--- src/vkdi_pkg.sv ---
package vkdi_pkg;

  localparam int CNT_W = 25;
  localparam int FETCH_W = 24;
  localparam int OUT_W = 12;
  localparam int ERR_W = 3;
  localparam int EPOCH_W = 4;
  localparam int CFG_IDX_W = 3;
  localparam int CFG_DATA_W = 25;

  localparam logic [EPOCH_W-1:0] EPOCH_FIRST = EPOCH_W'(1);
  localparam logic [EPOCH_W-1:0] EPOCH_LAST = '1;

  localparam logic [ERR_W-1:0] ERR_NONE = 3'd0;
  localparam logic [ERR_W-1:0] ERR_POSITION = 3'd1;
  localparam logic [ERR_W-1:0] ERR_NORMAL = 3'd2;
  localparam logic [ERR_W-1:0] ERR_TEXCOORD = 3'd3;
  localparam logic [ERR_W-1:0] ERR_FULL = 3'd4;

  localparam logic [CFG_IDX_W-1:0] REG_POSITION_COUNT = 3'd0;
  localparam logic [CFG_IDX_W-1:0] REG_NORMAL_COUNT = 3'd1;
  localparam logic [CFG_IDX_W-1:0] REG_TEXCOORD_COUNT = 3'd2;
  localparam logic [CFG_IDX_W-1:0] REG_HAS_NORMALS = 3'd3;
  localparam logic [CFG_IDX_W-1:0] REG_HAS_TEXCOORDS = 3'd4;

  typedef struct packed {
    logic load;
    logic clear;
    logic sweep;
    logic rd;
    logic next;
    logic resolve;
    logic finish;
  } cmd_t;

  typedef struct packed {
    logic start;
    logic failed;
    logic epoch_last;
    logic sweep_last;
    logic slot_live;
    logic slot_match;
    logic out_free;
  } status_t;

endpackage

--- src/vkdi_ctrl.sv ---
module vkdi_ctrl (
  input  logic              clk,
  input  logic              rst,
  input  logic              in_valid,
  output logic              in_stall,
  input  vkdi_pkg::status_t status,
  output vkdi_pkg::cmd_t    cmd
);

  typedef enum logic [2:0] {
    ST_INIT_SWEEP,
    ST_IDLE,
    ST_CLEAR,
    ST_MESH_SWEEP,
    ST_READ,
    ST_CMP,
    ST_RESP
  } state_t;

  state_t state;
  state_t state_next;

  always_comb begin
    cmd = '0;
    state_next = state;
    case (state)
      ST_INIT_SWEEP: begin
        cmd.sweep = 1'b1;
        if (status.sweep_last) begin
          state_next = ST_IDLE;
        end
      end
      ST_IDLE: begin
        if (in_valid) begin
          cmd.load = 1'b1;
          state_next = ST_CLEAR;
        end
      end
      ST_CLEAR: begin
        if (status.start) begin
          cmd.clear = 1'b1;
          if (status.epoch_last) begin
            state_next = ST_MESH_SWEEP;
          end else begin
            cmd.rd = 1'b1;
            state_next = ST_CMP;
          end
        end else if (status.failed) begin
          state_next = ST_RESP;
        end else begin
          cmd.rd = 1'b1;
          state_next = ST_CMP;
        end
      end
      ST_MESH_SWEEP: begin
        cmd.sweep = 1'b1;
        if (status.sweep_last) begin
          state_next = ST_READ;
        end
      end
      ST_READ: begin
        cmd.rd = 1'b1;
        state_next = ST_CMP;
      end
      ST_CMP: begin
        if (status.slot_match || !status.slot_live) begin
          cmd.resolve = 1'b1;
          state_next = ST_RESP;
        end else begin
          cmd.rd = 1'b1;
          cmd.next = 1'b1;
        end
      end
      ST_RESP: begin
        if (status.out_free) begin
          cmd.finish = 1'b1;
          state_next = ST_IDLE;
        end
      end
      default: begin
        state_next = ST_INIT_SWEEP;
      end
    endcase
  end

  always_ff @(posedge clk) begin
    if (rst) begin
      state <= ST_INIT_SWEEP;
      in_stall <= 1'b1;
    end else begin
      state <= state_next;
      in_stall <= (state_next != ST_IDLE);
    end
  end

endmodule

--- config.mk ---
export PLATFORM = sky130hd
export DESIGN_NAME = vkdi_ctrl
export DESIGN_NICKNAME = d
export VERILOG_FILES = /design/src/vkdi_pkg.sv /design/src/vkdi_ctrl.sv
export SDC_FILE = /design/constraint.sdc
export NUM_CORES = 1
export LEC_CHECK = 0
export BUFFER_PORTS_ARGS = -buffer_cell sky130_fd_sc_hd__buf_2
export CAP_MARGIN = 40
export CORE_AREA = 2 2 39 41
export DETAILED_ROUTE_END_ITERATION = 10
export DIE_AREA = 0 0 41 43
export HOLD_SLACK_MARGIN = 0.15
export PLACE_DENSITY = 0.56
export REMOVE_ABC_BUFFERS = 1
export SLEW_MARGIN = 25
export SYNTH_ARGS = -nofsm -noshare
export SYNTH_HDL_FRONTEND = slang
export SYNTH_SLANG_ARGS = --single-unit
--- constraint.sdc ---
create_clock -name clk -period 1.5 [get_ports clk]
set_clock_uncertainty 0.1 [all_clocks]
set_input_delay 0.075 -clock clk [delete_from_list [all_inputs] [get_ports clk]]
set_output_delay 0.075 -clock clk [all_outputs]
set_load 0.005 [all_outputs]
# Word-level counts from Yosys, hierarchy flattened
# Cells that the tools add are included.
# word_totals
reg_bits,4
wordCells,36
in_bits,10
# classes
n_reduce_logical,4
n_mux,23
n_eq_ne,7
# op_table
cell,n
two-way mux 3 bit,7
case mux 3 bit (7 select lines),1
two-way mux 1 bit,11
== test 3 bit (second input constant),3
== test 3 x 2 -> 1 bit (second input constant),2
two-way mux 2 bit,3
== test 3 x 1 -> 1 bit (second input constant),1
zero test 3 bit,1
inequality test 3 x 1 -> 1 bit (second input constant),1
case mux 1 bit (3 select lines),1
OR reduction 2 bit,1
zero test 1 bit,1
logical OR 1 bit,1

# Depth between registers and ports, before layout
# depth
ltp_word,5
mapped_depth,5
mapped_depth_nobuf,4

# Least setup slack after synthesis
# Ideal clock, no wire load.
# synth_timing
kind,register to register
from,register state[0]
to,register state[0]
stages_incl_launch_ff,4
required_time_ps,1270
path_buffers,0
slack_ps,253
arrival_ps,1017
path_cell_list,dfxtp_1 > or3b_1 > a221oi_2 > a211oi_2
# synth_between
elab_chain_len,2
# synth_rtl
item,line_no,rtl
from (decl),vkdi_ctrl.sv:20,state_t state;
from (signal assigned),vkdi_ctrl.sv:91,state <= state_next;
"== test 3 bit, or another cell as far along",vkdi_ctrl.sv:26,case (state)
case mux 3 bit (7 select lines) *,vkdi_ctrl.sv:26,
# Every way passes the cells marked *; elsewhere a longest branch is shown, timed or not.
# A chain may end at the register's enable or synchronous reset.

==> key figures <==
Synth
  – Syn Std Cell Area: 393 sq um
  – Synth Warn #: 0
  – Area contributors post-synth: dfxtp_1 20%, a211oi_2 6.4%, nand2b_1 6.4%, a21oi_1 5.1%, o21ai_0 3.8%
  – Register bit count reported by yosys: 4
  – Post-synth cell types: 27
  – Average size of a mapped cell: 8.73 sq um
  – Cell taking the most area after synthesis: dfxtp_1
  – EDFF count, synth: 0
  – Ys flop type: dfxtp_1
  – Share of Yosys cell area claimed by the top area cell type: 0.204
  – Cells after Synth: 45
  – Register area share after synthesis: 0.204
  – Async SR Flop Fraction: 0

Timing
  – Setup Viol. Count Final: 0
  – Clock period minus worst slack: 1.41 ns
  – Endpoints failing hold: 0
  – Slew @ Worst Pin: 0.255 ns
  – RSZ-0062 raised after global routing: false
  – Max Transition Viols Final: 0
  – Final Cycle Share: 0.941
  – Worst Setup Slack, final: 0.0878 ns
  – Max-slew headroom at the worst pin: 0.830
  – Fmax: 708 MHz
  – Final setup TNS: 0 ns

Critical path
  – Critical path launch point type: flip-flop
  – Worst R2R Start: state[0]$_SDFF_PP0_
  – Crit path from: state[2]$_SDFF_PP0_
  – CP peak stage delay: 0.41 ns
  – Worst Path Buf+Inv: 1
  – R2R Path End: state[0]$_SDFF_PP0_
  – Reg2Reg Setup Slack: 0.11 ns
  – Data arrival, critical path: 1.24 ns
  – Crit path max-delay family: simple AND/OR/NAND/NOR gates
  – Critical path depth: 3
  – Cells on worst reg2reg path: 3
  – CP Cell Sequence: nor2b_2 -> nor3b_4 -> buf_2
  – Req. time, crit path: 1.32 ns
  – Worst Setup EP: cmd[1]
  – Crit Path Max Fanout: 9
  – Crit Path Class: flip-flop to primary output
  – CP max-delay cell: dfxtp_2
  – Crit end category: primary output

Clock network
  – Total CTS buffers: 3
  – Clock sink count: 4
  – Clk root buf: clkbuf_4
  – Htree depth: 1
  – Clk_lat worst skew: 0.23 ns
  – Clk buf depth: 2
  – Clock-pin transition on the worst setup and hold timing paths: 0.04 ns
  – CTS tree: yes
  – # Post-CTS Setup Buffers: 0

Floorplanning
  – Row Count: 14
  – IO Pins: 18
  – Die H: 43 microns
  – Die W: 41 microns
  – Die Area: 1760 sq um
  – Starting Density: 0.284
  – Core Area: 1380 sq um

Final layout
  – Layout Cells excl Fill: 82
  – Fillers: 152
  – Area Growth Syn to Fin: 37.3%
  – Design area: 539 sq um
  – Antenna cell count: 0
  – Proportion of layout cells with a drive suffix above 1: 0.561
  – Layout Nets: 78

Global routing
  – Vias in the first global route: 317
  – Overall track demand over capacity in global routing: 0.110
  – First-pass GRT wire length: 1.34 mm
  – Initial antenna violation count: 0
  – Global route total overflow: 0
  – Largest net degree at the start of global routing: 13

Place
  – GP Congestion: 0.682
  – Pre-CTS setup slack: 0.0424 ns
  – Dpl cells: 78
  – Final HPWL DP: 642 microns
  – Port buffer count: 17
  – Post-DP Area: 494 sq um

Drt
  – Via density per instance: 4.84
  – DRT iter0 DRCs: 1
  – DRC errors left: 0
  – Wirelength per Cell: 10.5 microns
  – Detailed Route WL: 857 microns
  – Routed Antenna Nets: 0
  – Routed vias: 397
  – Total iterations of the first detailed-routing run: 2

Flow run
  – Max-Cap Viols: 0

Run status
  – Status: complete, no violations

Pwr
  – VDD IR-drop max: 583 uV
  – Power density cells: 824 nW/um^2
  – Leak pwr: 0.244 nW
  – Total power: 0.444 mW

Worst hold path
  – Worst Hold Class: input pin to flip-flop
[registers in the layout, summed over array words and instances, names as in the netlist]
register	count
in_stall	1
state	3
[Yosys cell counts, types with 2 or more instances]
cell type,n
a21oi_1,4
dfxtp_1,4
nand2b_1,4
nor2_1,4
o21ai_0,3
a211oi_2,2
buf_4,2
nand2_1,2
nor2b_1,2
[power breakdown]
part | total, mW | internal, mW | leakage (nW) | switching, mW
sequential | 0.149 | 0.123 | 0.0341 | 0.0263
clock | 0.131 | 0.0893 | 0.0138 | 0.0414
combinational | 0.165 | 0.0921 | 0.196 | 0.0727
[final cells by class]
type	count	area, sq um	area share
multi-input cells	37	292	0.541
repair buffers	21	118	0.218
flip-flops and latches	4	83.8	0.155
clock buffers	3	22.5	0.0418
well taps	16	20.0	0.0371
inverters	1	3.75	0.00696
[logic make-up after synthesis]
kind of cell | count (synthesis) | share of synthesized area
buffers and inverters | 4 | 0.0764
and+or+nand+nor | 20 | 0.341
AOI/OAI and AO/OA | 16 | 0.357
DFF | 4 | 0.204
xor gates and xnor gates | 1 | 0.0223
[cell usage in the layout, fill, tap and decap left out, types with 2 or more instances in the layout]
cell and instances:
buf_2 17, a21oi_1 4, a211oi_2 2, nand2b_1 4, nor2_1 4, buf_4 3, clkbuf_4 3, o21ai_0 3
dfxtp_2 3, nand2_1 2
[layer usage]
metal / share of wire / global-route usage
met5: 0 / 0
met4: 0 / 0.0200
met3: 0.093 / 0.0628
met2: 0.44 / 0.150
met1: 0.46 / 0.151
[metrics by stage]
stage,util,hold slack [ns]
after detailed placement,0.357,0.195
after floorplan,-,0.0474
after global routing,0.390,0.186
after CTS,0.382,0.157
after global placement,0.357,0.197
final,0.390,0.167
[worst min path at each step]
| stage | startpoint | endpoint | slack (ns) | cells past startpoint |
|---|---|---|---|---|
| after floorplan | rst | state[2]$_SDFF_PP0_ | 0.05 | 1 |
| after global placement | rst | state[2]$_SDFF_PP0_ | 0.20 | 2 |
| after detailed placement | rst | state[1]$_SDFF_PP0_ | 0.19 | 2 |
| after CTS | status[4] | in_stall$_SDFF_PP1_ | 0.16 | 4 |
| after global routing | status[4] | in_stall$_SDFF_PP1_ | 0.19 | 4 |
| final | status[4] | in_stall$_SDFF_PP1_ | 0.17 | 4 |
[timing repair]
action | 4_1_cts | 5_1_grt
hold buffers | 1 | 0
resized for setup | 2 | 3
endpoints found under the hold margin | 4 | 0
setup endpoints to repair | 2 | 8
[worst register-to-register path: cells and delay by family, from the launching register on]
family | cells | cell delay [ns]
AND/OR/NAND/NOR | 1 | 0.41
flip-flops | 1 | 0.37
AO/OA/AOI/OAI | 2 | 0.38
Power figures use the tool's default switching activity.
